## config.mk

```make
export PLATFORM = sky130hd
export DESIGN_NAME = k_permutation_unrank_flat
export DESIGN_NICKNAME = d
export VERILOG_FILES = /design/src/sv/kpu_pkg.sv /design/src/sv/kpu_req_if.sv /design/src/sv/kpu_res_if.sv /design/src/sv/k_permutation_unrank.sv /design/src/flat_wrapper.sv
export SDC_FILE = /design/constraint.sdc
export NUM_CORES = 1
export LEC_CHECK = 0
export BUFFER_PORTS_ARGS = -buffer_cell sky130_fd_sc_hd__buf_2
export CAP_MARGIN = 20
export CORE_MARGIN = 2
export CORE_UTILIZATION = 40
export DETAILED_ROUTE_END_ITERATION = 7
export PLACE_DENSITY = 0.58
export SLEW_MARGIN = 20
export SYNTH_ARGS = -nofsm -noshare
export SYNTH_HDL_FRONTEND = slang
export SYNTH_SLANG_ARGS = --single-unit
```

## constraint.sdc

```tcl
create_clock -name clk -period 15.9 [get_ports clk]
set_input_delay 0.795 -clock clk [delete_from_list [all_inputs] [get_ports clk]]
set_output_delay 0.795 -clock clk [all_outputs]
set_load 0.02 [all_outputs]
```

## src/sv/kpu_pkg.sv

```systemverilog
// Package: widths, register codes and helpers of the k-permutation unranker.
package kpu_pkg;

	localparam int RANK_W    = 45;
	localparam int FIELD_W   = 4;
	localparam int CFG_W     = 5;
	localparam int CFG_IDX_W = 1;
	localparam int MAX_N_DEF = 16;

	localparam logic [CFG_IDX_W-1:0] REG_SET_SIZE = 1'b0;
	localparam logic [CFG_IDX_W-1:0] REG_ARR_LEN  = 1'b1;

	localparam logic [CFG_W-1:0] SET_SIZE_RST = 5'd16;
	localparam logic [CFG_W-1:0] ARR_LEN_RST  = 5'd16;

	// Upper bound on the bits of n!, hence of any P(m,j) with j <= m <= n.
	function automatic int fall_bits(int n);
		int acc;
		acc = 0;
		for (int i = 1; i <= n; i++) begin
			acc += $clog2(i + 1);
		end
		return acc;
	endfunction

endpackage

```

## src/sv/kpu_req_if.sv

```systemverilog
// Request channel: one rank per request.
interface kpu_req_if;
	import kpu_pkg::*;

	logic              valid;
	logic              ready;
	logic [RANK_W-1:0] rank;

	modport source (output valid, output rank, input ready);
	modport sink   (input valid, input rank, output ready);
endinterface

```

## src/sv/kpu_res_if.sv

```systemverilog
// Result channel: one arrangement element per transfer.
interface kpu_res_if;
	import kpu_pkg::*;

	logic               valid;
	logic               ready;
	logic [FIELD_W-1:0] element;
	logic [FIELD_W-1:0] position;
	logic               last;
	logic               error;

	modport source (output valid, output element, output position, output last,
		output error, input ready);
	modport sink   (input valid, input element, input position, input last,
		input error, output ready);
endinterface

```

## src/sv/k_permutation_unrank.sv

```systemverilog
// Lexicographic k-permutation unranker. A request carries a rank; with n (set_size)
// and k (arrangement_length) it returns k results, the element at each position of
// the rank-th ordered selection of k values from 0..n-1, the final one marked last.
// A zero n or k, n above MAX_N, k above n, or a rank of at least P(n,k) gives one
// result with error set. One request is worked at a time: a shared 5-bit-factor
// multiplier builds P(n,k) for the range check and then each P(m-1,j-1), and a
// shift-subtract unit takes $clog2(MAX_N) steps per quotient. A bad n or k goes
// from IDLE straight to EMIT; a rank out of range is flagged once RANGE has built
// P(n,k). Each result waits in EMIT until the output register is free, so the
// result side can stall the work. The next request is taken while the final result
// still waits in the output register.
module k_permutation_unrank #(
	parameter int MAX_N = kpu_pkg::MAX_N_DEF
) (
	input  logic                          clk,
	input  logic                          arst_n,
	input  logic                          cfg_we,
	input  logic [kpu_pkg::CFG_IDX_W-1:0] cfg_idx,
	input  logic [kpu_pkg::CFG_W-1:0]     cfg_data,
	kpu_req_if.sink                       req,
	kpu_res_if.source                     res
);
	import kpu_pkg::*;

	localparam int QW  = $clog2(MAX_N);
	localparam int MW  = $clog2(MAX_N + 1);
	localparam int FW  = fall_bits(MAX_N);
	localparam int DVW = FW + QW - 1;
	localparam int CW  = (RANK_W > DVW) ? RANK_W : DVW;

	typedef enum logic [2:0] {ST_IDLE, ST_RANGE, ST_FPROD, ST_DIV, ST_EMIT} state_t;

	state_t             state_q;
	logic [CFG_W-1:0]   set_size_q;
	logic [CFG_W-1:0]   arr_len_q;
	logic [RANK_W-1:0]  r_q;
	logic [FW-1:0]      prod_q;
	logic [MW-1:0]      fac_q;
	logic [MW-1:0]      steps_q;
	logic [DVW-1:0]     dv_q;
	logic [QW-1:0]      d_q;
	logic [MW-1:0]      m_q;
	logic [MW-1:0]      j_q;
	logic [QW-1:0]      pos_q;
	logic               err_q;
	logic [QW-1:0]      avail_q [MAX_N];

	logic               out_v_q;
	logic [FIELD_W-1:0] out_elem_q;
	logic [FIELD_W-1:0] out_pos_q;
	logic               out_last_q;
	logic               out_err_q;

	logic               bad_cfg;
	logic [FW+MW-1:0]   mul_res;
	logic [CW-1:0]      r_ext;
	logic [CW-1:0]      dv_ext;
	logic [CW-1:0]      diff;
	logic               ge_dv;
	logic               ge_prod;
	logic [QW-1:0]      dsel;
	logic               slot_free;

	assign bad_cfg = (set_size_q == '0) || (arr_len_q == '0)
		|| (set_size_q > CFG_W'(MAX_N)) || (arr_len_q > set_size_q);
	assign mul_res   = prod_q * fac_q;
	assign r_ext     = CW'(r_q);
	assign dv_ext    = CW'(dv_q);
	assign diff      = r_ext - dv_ext;
	assign ge_dv     = r_ext >= dv_ext;
	assign ge_prod   = r_ext >= CW'(prod_q);
	assign dsel      = ({1'b0, d_q} >= (QW + 1)'(m_q)) ? QW'(m_q - 1'b1) : d_q;
	assign slot_free = !out_v_q || res.ready;

	assign req.ready    = (state_q == ST_IDLE);
	assign res.valid    = out_v_q;
	assign res.element  = out_elem_q;
	assign res.position = out_pos_q;
	assign res.last     = out_last_q;
	assign res.error    = out_err_q;

	always_ff @(posedge clk or negedge arst_n) begin
		if (!arst_n) begin
			set_size_q <= SET_SIZE_RST;
			arr_len_q  <= ARR_LEN_RST;
		end else if (cfg_we) begin
			case (cfg_idx)
				REG_SET_SIZE: set_size_q <= cfg_data;
				REG_ARR_LEN:  arr_len_q  <= cfg_data;
				default: ;
			endcase
		end
	end

	always_ff @(posedge clk or negedge arst_n) begin
		if (!arst_n) begin
			state_q    <= ST_IDLE;
			r_q        <= '0;
			prod_q     <= '0;
			fac_q      <= '0;
			steps_q    <= '0;
			dv_q       <= '0;
			d_q        <= '0;
			m_q        <= '0;
			j_q        <= '0;
			pos_q      <= '0;
			err_q      <= 1'b0;
			out_v_q    <= 1'b0;
			out_elem_q <= '0;
			out_pos_q  <= '0;
			out_last_q <= 1'b0;
			out_err_q  <= 1'b0;
			for (int i = 0; i < MAX_N; i++) begin
				avail_q[i] <= '0;
			end
		end else begin
			if (res.ready && state_q != ST_EMIT) begin
				out_v_q <= 1'b0;
			end
			case (state_q)
				ST_IDLE: begin
					if (req.valid) begin
						r_q     <= req.rank;
						m_q     <= MW'(set_size_q);
						j_q     <= MW'(arr_len_q);
						pos_q   <= '0;
						err_q   <= bad_cfg;
						prod_q  <= FW'(1);
						fac_q   <= MW'(set_size_q);
						steps_q <= MW'(arr_len_q);
						for (int i = 0; i < MAX_N; i++) begin
							avail_q[i] <= QW'(i);
						end
						state_q <= bad_cfg ? ST_EMIT : ST_RANGE;
					end
				end
				ST_RANGE: begin
					if (steps_q != '0) begin
						prod_q  <= mul_res[FW-1:0];
						fac_q   <= fac_q - 1'b1;
						steps_q <= steps_q - 1'b1;
					end else if (ge_prod) begin
						err_q   <= 1'b1;
						state_q <= ST_EMIT;
					end else begin
						prod_q  <= FW'(1);
						fac_q   <= m_q - 1'b1;
						steps_q <= j_q - 1'b1;
						state_q <= ST_FPROD;
					end
				end
				ST_FPROD: begin
					if (steps_q != '0) begin
						prod_q  <= mul_res[FW-1:0];
						fac_q   <= fac_q - 1'b1;
						steps_q <= steps_q - 1'b1;
					end else begin
						dv_q    <= DVW'(prod_q) << (QW - 1);
						d_q     <= '0;
						steps_q <= MW'(QW);
						state_q <= ST_DIV;
					end
				end
				ST_DIV: begin
					if (steps_q != '0) begin
						if (ge_dv) begin
							r_q <= diff[RANK_W-1:0];
						end
						d_q     <= QW'({d_q, ge_dv});
						dv_q    <= dv_q >> 1;
						steps_q <= steps_q - 1'b1;
					end else begin
						state_q <= ST_EMIT;
					end
				end
				ST_EMIT: begin
					if (slot_free) begin
						out_v_q <= 1'b1;
						if (err_q) begin
							out_elem_q <= '0;
							out_pos_q  <= '0;
							out_last_q <= 1'b1;
							out_err_q  <= 1'b1;
							state_q    <= ST_IDLE;
						end else begin
							out_elem_q <= FIELD_W'(avail_q[dsel]);
							out_pos_q  <= FIELD_W'(pos_q);
							out_last_q <= (j_q == MW'(1));
							out_err_q  <= 1'b0;
							for (int i = 0; i < MAX_N - 1; i++) begin
								if (QW'(i) >= dsel) begin
									avail_q[i] <= avail_q[i + 1];
								end
							end
							m_q   <= m_q - 1'b1;
							j_q   <= j_q - 1'b1;
							pos_q <= pos_q + 1'b1;
							if (j_q == MW'(1)) begin
								state_q <= ST_IDLE;
							end else begin
								prod_q  <= FW'(1);
								fac_q   <= m_q - MW'(2);
								steps_q <= j_q - MW'(2);
								state_q <= ST_FPROD;
							end
						end
					end
				end
				default: state_q <= ST_IDLE;
			endcase
		end
	end

endmodule

```

## src/flat_wrapper.sv

```systemverilog
// flat-port wrapper written by rule: the top's interface ports become plain ports
module k_permutation_unrank_flat import kpu_pkg::*;
#(
	parameter int MAX_N = kpu_pkg::MAX_N_DEF
)
  (clk, arst_n, cfg_we, cfg_idx, cfg_data, req_valid, req_rank, req_ready, res_valid, res_element, res_position, res_last, res_error, res_ready);
  kpu_req_if req_i ();
  kpu_res_if res_i ();
  input  logic clk;
  input  logic arst_n;
  input  logic cfg_we;
  input  logic [kpu_pkg::CFG_IDX_W-1:0] cfg_idx;
  input  logic [kpu_pkg::CFG_W-1:0] cfg_data;
  input wire logic [$bits(req_i.valid)-1:0] req_valid;
  input wire logic [$bits(req_i.rank)-1:0] req_rank;
  output wire logic [$bits(req_i.ready)-1:0] req_ready;
  output wire logic [$bits(res_i.valid)-1:0] res_valid;
  output wire logic [$bits(res_i.element)-1:0] res_element;
  output wire logic [$bits(res_i.position)-1:0] res_position;
  output wire logic [$bits(res_i.last)-1:0] res_last;
  output wire logic [$bits(res_i.error)-1:0] res_error;
  input wire logic [$bits(res_i.ready)-1:0] res_ready;
  assign req_i.valid = req_valid;
  assign req_i.rank = req_rank;
  assign req_ready = req_i.ready;
  assign res_valid = res_i.valid;
  assign res_element = res_i.element;
  assign res_position = res_i.position;
  assign res_last = res_i.last;
  assign res_error = res_i.error;
  assign res_i.ready = res_ready;
  k_permutation_unrank #(.MAX_N(MAX_N)) u_core (.clk(clk), .arst_n(arst_n), .cfg_we(cfg_we), .cfg_idx(cfg_idx), .cfg_data(cfg_data), .req(req_i), .res(res_i));
endmodule
```

Yosys cells after proc, flatten, opt, wreduce, memory -nomap -nowiden
Index checks and enable logic that the tools add are counted.
- flip-flop bits (word level): 270
- bits in latches: 0
- memory bits (writable): 0
- ROM bits: 0
- input port bits: 56
- output and inout port bits: 12
- memories kept: 0
- $add $sub $neg: 8
- multiply operators: 1
- div/mod/pow operators: 0
- magnitude comparators: 21
- equal/unequal tests: 33
- shifts and indexed selects: 0
- mux-type cells: 89
- bitwise operators: 2
- reduce and logical (&&, ||, !) cells: 42
- operators with widths (kind ; number):
    two-way mux 54 bit ; 7
    one-hot mux 54 bit (4 select lines) ; 1
    two-way mux 45 bit ; 3
    two-way mux 60 bit ; 2
    one-hot mux 60 bit (2 select lines) ; 1
    two-way mux 57 bit ; 2
    one-hot mux 57 bit (2 select lines) ; 1
    two-way mux 4 bit ; 25
    two-way mux 5 bit ; 19
    one-hot mux 45 bit (2 select lines) ; 1
    AND reduction 5 bit ; 16
    two-way mux 64 bit ; 1
    >= comparator 45 x 57 -> 1 bit ; 1
    >= comparator 45 x 54 -> 1 bit ; 1
    multiplier 54 x 5 -> 54 bit ; 1
    subtractor 45 bit ; 1
    inequality test 2 x 1 -> 1 bit, second input constant ; 20
    >= comparator 4 bit, first input constant ; 7
    one-hot mux 5 bit (5 select lines) ; 1
    two-way mux 3 bit ; 7
    one-hot mux 5 bit (2 select lines) ; 2
    one-hot mux 5 bit (4 select lines) ; 1
    subtractor 5 x 1 -> 5 bit, second input constant ; 4
    binary-select mux 4 bit (select 4 bit) ; 1
    34 further kinds ; 70

Depth between registers and ports, before layout
Gate-level depths: netlist of the first run.
- word-level depth: 7
- mapped depth: 21
- depth with buffers taken out: 18

Worst setup path after synthesis of the first run
OpenSTA, ideal clock, no wires.
- path kind: reg-to-reg
- from: register u_core.fac_q[3]
- to: register u_core.prod_q[52]
- library setup time: 0.121 ns
- arrival time: 5.146 ns
- required time: 15.779 ns
- setup slack: 10.633 ns
- stages on the path, launching flop included: 21
- buffers on the path: 2
- path through: dfrtp_1 > clkbuf_1 > inv_2 > clkbuf_1 > nor2_1 > fa_1 > fa_1 > inv_1 > fa_1 > inv_1 > ha_1 > a211o_1 > a2111oi_0 > nor3_1 > a311oi_1 > or4_1 > a2111oi_0 > nor4_1 > a21oi_1 > xor2_1 > a22o_1
- cells in the longest elaborated chain, start to end: 3
- elaborated cells between the ends (all ways): 4
- RTL lines (element ; line ; RTL):
    start, declared ; k_permutation_unrank.sv:38 ; logic [MW-1:0] fac_q;
    start signal, assigned ; k_permutation_unrank.sv:129 ; fac_q <= MW'(set_size_q);
    start signal, assigned ; k_permutation_unrank.sv:140 ; fac_q <= fac_q - 1'b1;
    start signal, assigned ; k_permutation_unrank.sv:147 ; fac_q <= m_q - 1'b1;
    multiplier 54 x 5 -> 54 bit (*) ; k_permutation_unrank.sv:66 ; assign mul_res = prod_q * fac_q;
    two-way mux 54 bit, on equally long branches ; k_permutation_unrank.sv:153, k_permutation_unrank.sv:138 ;
    one-hot mux 54 bit (4 select lines) (*) ; k_permutation_unrank.sv:120 ; case (state_q)
    end signal, assigned ; k_permutation_unrank.sv:139 ; prod_q <= mul_res[FW-1:0];
    end signal, assigned ; k_permutation_unrank.sv:154 ; prod_q <= mul_res[FW-1:0];
    end, declared ; k_permutation_unrank.sv:37 ; logic [FW-1:0] prod_q;
Every way passes the cells marked *; elsewhere a longest branch is shown, timed or not. The select of a mux whose other input is x is not followed.
A chain may end at the register's enable or synchronous reset.

Final worst setup path of the first run
Same ends and word-level chain as after synthesis.

==> run_results.csv, run 1 <==
group,metric,value,unit
timing,fmax,151,MHz
finish,syn_to_final_growth,8.35,%
placement,dp_hpwl,55000,um
critical_path,critPathArrivalTime,7.05,ns
finish,mostFrequentLayoutCells,"nand2_1 (480), inv_1 (338), nor2_1 (304), dfrtp_1 (263), a21oi_1 (199)",
clock_network,htree_levels,2,
drt,drc,0,
critical_path,worstSetupEndpointType,"flop",
timing,fin_crit_sh,41.5,%
synth,synth_top_family_by_area,"simple AND/OR/NAND/NOR gates",
critical_path,crit_top_cell,"fa_1",
critical_path,cp.required,16.35,ns
worst_hold_path,min_path_type,"input port to async pin",
grt,grt_usage,23.3,%
critical_path,crit_fanout,25,
synth,synth-edff-count,0,
timing,clock_skew,0.0174,ns
floorplanning,core-area,0.0615,mm^2
synth,ys_types,84,
clock_network,cts_resized,0,
synth,yosys.area_share.simple,20.7,%
synth,syn_area_per_cell,8.01,um^2
synth,synth_fa_ha_area_share,20.5,%
clock_network,cts_root_buffer,"clkbuf_16",
pwr,leakage,12.2,nW
synth,synth_top_cell_area_share,26.7,%
critical_path,path_cells,"inv_2 -> buf_4 -> nor2_1 -> fa_1 -> fa_1 -> inv_1 -> fa_1 -> inv_1 -> ha_1 -> o21a_1 -> a2111oi_0 -> nor3_1 -> a311oi_1 -> or4_1 -> a2111oi_0 -> nor4_1 -> a21oi_1 -> xor2_1 -> a22o_1",
drt,drt_wl_total,73400,um
timing,drv_slew,0,
finish,fin_util,43.6,%
synth,yosys.area.top_type,"dfrtp_1",
finish,drive_gt1_share,6.76,%
drt,ant_nets,0,
synth,synth_fp_nets,3462,
clock_network,cts_setup_buffers,0,
outcome,status,"finished clean",
synth,synth_warnings,0,
timing,setup_violations,0,
finish,nNetsFinal,3437,
pwr,cellPowerDensity,178,mW/mm^2
synth,synth_seq_cells,266,
grt,antenna_found_initial,1,
synth,synth_compound_area_share,19.6,%
finish,n_antenna_cell,0,
grt,grt_pass1_vias,21700,
clock_network,clk_pin_slew,0.06,ns
critical_path,startpoint_type,"flop",
flow_run,cap_viol_max_count,0,
timing,finalSetupTns,0,ns
grt,grt_pass1_wl,119000,um
synth,syn_inst,3091,
clock_network,cts_buffer_depth,3,
synth,yosys-top-cells-area,"dfrtp_1 (27%), fa_1 (12%), ha_1 (8.3%)",
clock_network,cts_buffers,36,
clock_network,cts_tree,"yes",
clock_network,cts.sinks,266,
drt,drt_iter0_markers,1803,
clock_network,worstSkewPairLatency,0.56,ns
timing,hold_violations,0,
floorplanning,die_h,253,um
synth,synth_xor_area_share,3.54,%
drt,via_per_inst,5.62,
critical_path,critPathKind,"flop to flop",
finish,n_fill_cell,6246,
drt,vias,21800,
floorplanning,fp.dieW,253,um
finish,final_common_cell,"nand2_1",
timing,rsz0062_at_grt,"no",
synth,async_flop_share,100,%
synth,syn-cell-area,0.0248,mm^2
floorplanning,fp.dieArea,0.0639,mm^2
drt,firstDrtPassIters,6,
floorplanning,placementRows,91,
timing,max-slew-margin-rel,33.4,%
critical_path,critPathMaxStageDelay,0.68,ns
synth,synthMuxAreaShare,1.03,%
timing,tightest_slew,0.999,ns
grt,gr-total-overflow,0,
clock_network,hold_buffers,0,
placement,port_buffers,67,
grt,grt_start_max_net_pins,97,
critical_path,critPathSlowestCell,"nor4_1",
synth,synth-seq-area-share,26.9,%
synth,synth_ff_type,"dfrtp_1",
drt,routedWlPerCell,18.9,um
floorplanning,num_io_pins,68,
placement,place.gp.congestion,0.904,
floorplanning,start_util,40.3,%
pwr,irDropWorstVdd,94.5,uV
timing,min_period,6.60,ns
-- cells by family (layout without fill, tap and decap cells) --
family | count (synthesis) | in the layout
flops | 266 | 266
buf+inv | 491 | 493
fa+ha+maj | 315 | 315
xor+xnor | 100 | 100
mux | 21 | 21
simple gates | 1149 | 1149
compound gates | 749 | 749
-- synthesized netlist by cell type (all sizes together), types with 4 or more instances --
cell	n
a22o	19
a211o	4
a311oi	6
o2111ai	4
fa	150
a31oi	89
o21a	16
mux2	13
a21oi	222
o211ai	13
a221oi	10
a2111oi	6
or4	4
clkbuf	126
a211oi	25
xor2	47
nand2b	20
ha	165
a32o	4
and2	111
o31a	8
a22oi	5
nor2	308
o31ai	44
or3	12
and3	17
a21o	52
nor4	14
nor2b	17
nand4	34
dfrtp	264
and4	6
buf	25
nor3	46
nand2	480
o21bai	13
nand3	66
inv	340
or2	6
o21ai	171
mux2i	7
o221ai	5
xnor2	53
o41ai	7
o22ai	4
-- layer usage --
| layer | global-route usage, % | share of wire (%) |
|---|---|---|
| met4 | 7.96 | 3.3 |
| met3 | 3.46 | 5.8 |
| met1 | 30.6 | 43 |
| met5 | 0 | 0 |
| met2 | 39.1 | 48 |
-- path summary, 6_finish.rpt --
check | start | end | slack, ns | cells past startpoint
max | u_core.fac_q[3] | u_core.prod_q[52] | 9.30 | 19
max in group asynchronous | arst_n | u_core.avail_q[54] | 12.65 | 4
min | arst_n | u_core.prod_q[15] | 0.19 | 1
min in group clk | cfg_data[1] | u_core.set_size_q[1] | 0.46 | 3
min reg2reg | u_core.res.position[0] | u_core.res.position[0] | 0.48 | 2
max reg2reg | u_core.fac_q[3] | u_core.prod_q[52] | 9.30 | 19
-- cell type report --
cell class	count	area, um^2	area share [%]
Clock inverter	8	76.3	0.285
Multi-Input combinational cell	2334	16200	60.4
Sequential cell	266	6660	24.8
Timing Repair Buffer	88	503	1.87
Clock buffer	57	1110	4.15
Tap cell	790	988	3.68
Inverter	340	1280	4.76
-- registers in the layout, summed over array words and instances (netlist names), 5 cells and up --
name               cells
u_core.set_size_q      5
u_core.dv_ext         57
u_core.m_q             5
u_core.arr_len_q       5
u_core.steps_q         5
u_core.prod_q         54
u_core.fac_q           5
u_core.r_q            45
u_core.avail_q        57
u_core.j_q             5
-- per-stage QoR --
step	hold slack (ns)	power (W)	cells	worst slack (ns)	instance area, um^2
after floorplan	0.466	0.00322	3091	10.63	24800
after global placement	0.461	0.00386	3818	9.43	25600
after detailed placement	0.469	0.00393	3818	9.36	25600
after CTS	0.222	0.00479	3883	9.35	26800
after global routing	0.242	0.00521	3883	8.84	26800
final	0.193	0.00478	3883	9.30	26800
-- worst max-delay path: cells and delay by family (launching register included) --
kind | cells | cell delay, ns
fa+ha+maj | 4 | 1.97
flops | 1 | 0.54
simple gates | 4 | 1.27
compound gates | 6 | 1.69
xor+xnor | 1 | 0.17
buf+inv | 4 | 0.84
-- where the power goes --
group | total (W) | switching, W | internal [W]
logic | 0.00274 | 0.00176 | 0.000980
registers | 0.00120 | 0.000284 | 0.000918
clock network | 0.000832 | 0.000336 | 0.000496
total | 0.00478 | 0.00238 | 0.00239
Power figures use the tool's default switching activity.
==> inputs of run 2 (changes only) <==
==> constraint.sdc (replaced) <==
create_clock -name clk -period 6.1 [get_ports clk]
set_input_delay 0.305 -clock clk [delete_from_list [all_inputs] [get_ports clk]]
set_output_delay 0.305 -clock clk [all_outputs]
set_load 0.02 [all_outputs]
==> run 2 against run 1 <==
Against the previous run: non-clock buffer count increased by 23; register-to-register slack worse by 9.0 ns; combinational power increased to 2.7 times the previous value; wire length grew 0.15%; die area is the same; global-route usage fell by 0.16 points; critical path depth shrank 1; cell area is 0.81% higher; sequential cell count unchanged; power grew to 2.6 times the previous value; critical endpoint unchanged.
==> run_results.csv, run 2 (synthesis results as in run 1) <==
group,metric,value,unit
clock_network,clk_pin_slew,0.06,ns
drt,firstDrtPassIters,6,
drt,ant_nets,0,
placement,place.gp.congestion,0.915,
timing,min_period,5.83,ns
timing,setup_violations,0,
finish,finish.instance_area,0.0270,mm^2
finish,nNetsFinal,3458,
finish,mostFrequentLayoutCells,"nand2_1 (480), inv_1 (338), nor2_1 (305), dfrtp_1 (263), a21oi_1 (199)",
placement,port_buffers,67,
floorplanning,num_io_pins,68,
critical_path,cp.required,6.56,ns
placement,dp_hpwl,55500,um
clock_network,cts.sinks,266,
placement,dpl.cell_count,3833,
critical_path,critPathMaxStageDelay,0.67,ns
clock_network,cts_tree,"yes",
clock_network,htree_levels,2,
pwr,combPwrFrac,58.2,%
placement,place_area,0.0258,mm^2
pwr,cellPowerDensity,464,mW/mm^2
grt,gr-total-overflow,0,
drt,drt_wl_total,73500,um
grt,grt_pass1_wl,118000,um
drt,vias,21900,
clock_network,worstSkewPairLatency,0.58,ns
pwr,leakage,12.3,nW
critical_path,path_cells,"inv_2 -> buf_4 -> buf_4 -> nor2_1 -> fa_1 -> fa_1 -> inv_1 -> fa_1 -> inv_1 -> ha_1 -> and2_1 -> o2111ai_1 -> or4_1 -> a2111oi_0 -> nor4_2 -> a21oi_1 -> xor2_1 -> a22o_1",
floorplanning,fp.dieArea,0.0639,mm^2
timing,clock_skew,0.0291,ns
pwr,clock_power_share,16.9,%
finish,drive_gt1_share,7.13,%
timing,max-slew-margin-rel,32.7,%
critical_path,crit_top_cell,"fa_1",
floorplanning,die_h,253,um
critical_path,crit_fanout,29,
floorplanning,start_util,40.3,%
floorplanning,placementRows,91,
finish,n_fill_cell,6178,
grt,grt_usage,23.1,%
timing,tightest_slew,1.01,ns
timing,rsz0062_at_grt,"no",
drt,routedWlPerCell,18.8,um
critical_path,critPathSlowestCell,"or4_1",
timing,drv_slew,0,
floorplanning,fp.dieW,253,um
drt,drc,0,
clock_network,cts_buffer_depth,3,
outcome,status,"finished clean",
timing,hold_violations,0,
finish,stdcell_count,3903,
critical_path,path_buf_inv,5,
grt,grt_pass1_vias,21500,
finish,seq_area,0.00666,mm^2
clock_network,cts_buffers,34,
grt,antenna_found_initial,3,
grt,grt_start_max_net_pins,128,
flow_run,cap_viol_max_count,0,
finish,fin_util,44.0,%
critical_path,crit_family,"adder cells",
finish,final_common_cell,"nand2_1",
critical_path,critPathKind,"flop to flop",
timing,finalSetupTns,0,ns
critical_path,worstSetupEndpointType,"flop",
pwr,irDropWorstVdd,256,uV
finish,syn_to_final_growth,9.23,%
pwr,p_seq_share,25.0,%
pwr,p_sw,0.00627,W
drt,via_per_inst,5.60,
critical_path,startpoint_type,"flop",
clock_network,cts_root_buffer,"clkbuf_16",
finish,multiInputGateArea,0.0162,mm^2
pwr,swShare,50.0,%
timing,fmax,172,MHz
drt,drt_iter0_markers,1693,
critical_path,critPathArrivalTime,6.28,ns
worst_hold_path,min_path_type,"input port to flop",
pwr,power,0.0125,W
timing,fin_crit_sh,95.5,%
pwr,p_int,0.00627,W
floorplanning,core-area,0.0615,mm^2
==> run 2: cell count changes in the layout (fill, tap and decap cells not counted), moves of 3 or more <==
cell           before  now
clkbuf_8            9    5
clkbuf_16          38   34
dlygate4sd3_1       0    8
buf_12              0    3
buf_4              21   33
==> run 2: path summary, 6_finish.rpt <==
kind | slack (ns) | start | depth (start not counted) | to
max | 0.27 | u_core.fac_q[3] | 18 | u_core.prod_q[52]
min | 0.03 | req_rank[3] | 3 | u_core.r_q[3]
max reg2reg | 0.27 | u_core.fac_q[3] | 18 | u_core.prod_q[52]
min reg2reg | 0.48 | u_core.res.position[0] | 2 | u_core.res.position[0]
max in group asynchronous | 4.38 | arst_n | 3 | u_core.res.position[2]
min in group asynchronous | 0.31 | arst_n | 2 | u_core.prod_q[13]
==> run 2: layout make-up <==
cell class                      instances  area share (%)
Clock buffer                           51            3.57
Tap cell                              790            3.65
Inverter                              340            4.72
Sequential cell                       266            24.6
Multi-Input combinational cell       2334            60.1
Timing Repair Buffer                  111            2.71
Clock inverter                         10           0.638
Antenna cell                            1         0.00925
==> run 2: power groups by stage <==
stage               Sequential, W  Combinational (W)  Clock (W)
floorplan                 0.00282            0.00558          0
global placement          0.00312            0.00709          0
detailed placement        0.00314            0.00724          0
CTS                       0.00312            0.00727    0.00217
global route              0.00320            0.00813    0.00223
finish                    0.00313            0.00730    0.00212
==> run 2: metal layers <==
| metal | routed length (um) | track usage [%] |
|---|---|---|
| met5 | 27 | 0 |
| met4 | 2330 | 7.79 |
| met3 | 3310 | 2.75 |
| met2 | 35500 | 39.0 |
| met1 | 32300 | 30.8 |
==> run 2: metrics by stage <==
step	setup WS [ns]	hold slack, ns
after global placement	-0.0463	0.345
final	0.273	0.0306
after floorplan	0.833	0.00941
after detailed placement	-0.0151	0.346
after CTS	0.133	0.00856
after global routing	0.0201	0.0294
==> run 2: tightest hold or removal path, cell delays in order <==
cell and delay (ns):
buf_2 0.07, a21oi_1 0.05, a21oi_1 0.13
==> run 2: timing repair <==
action,4_1_cts,5_1_grt
hold buffers,8,0
resized for setup,2,4
cloned,0,0
buffers inserted,0,0
endpoints found under the hold margin,86,0
setup endpoints to repair,4,9
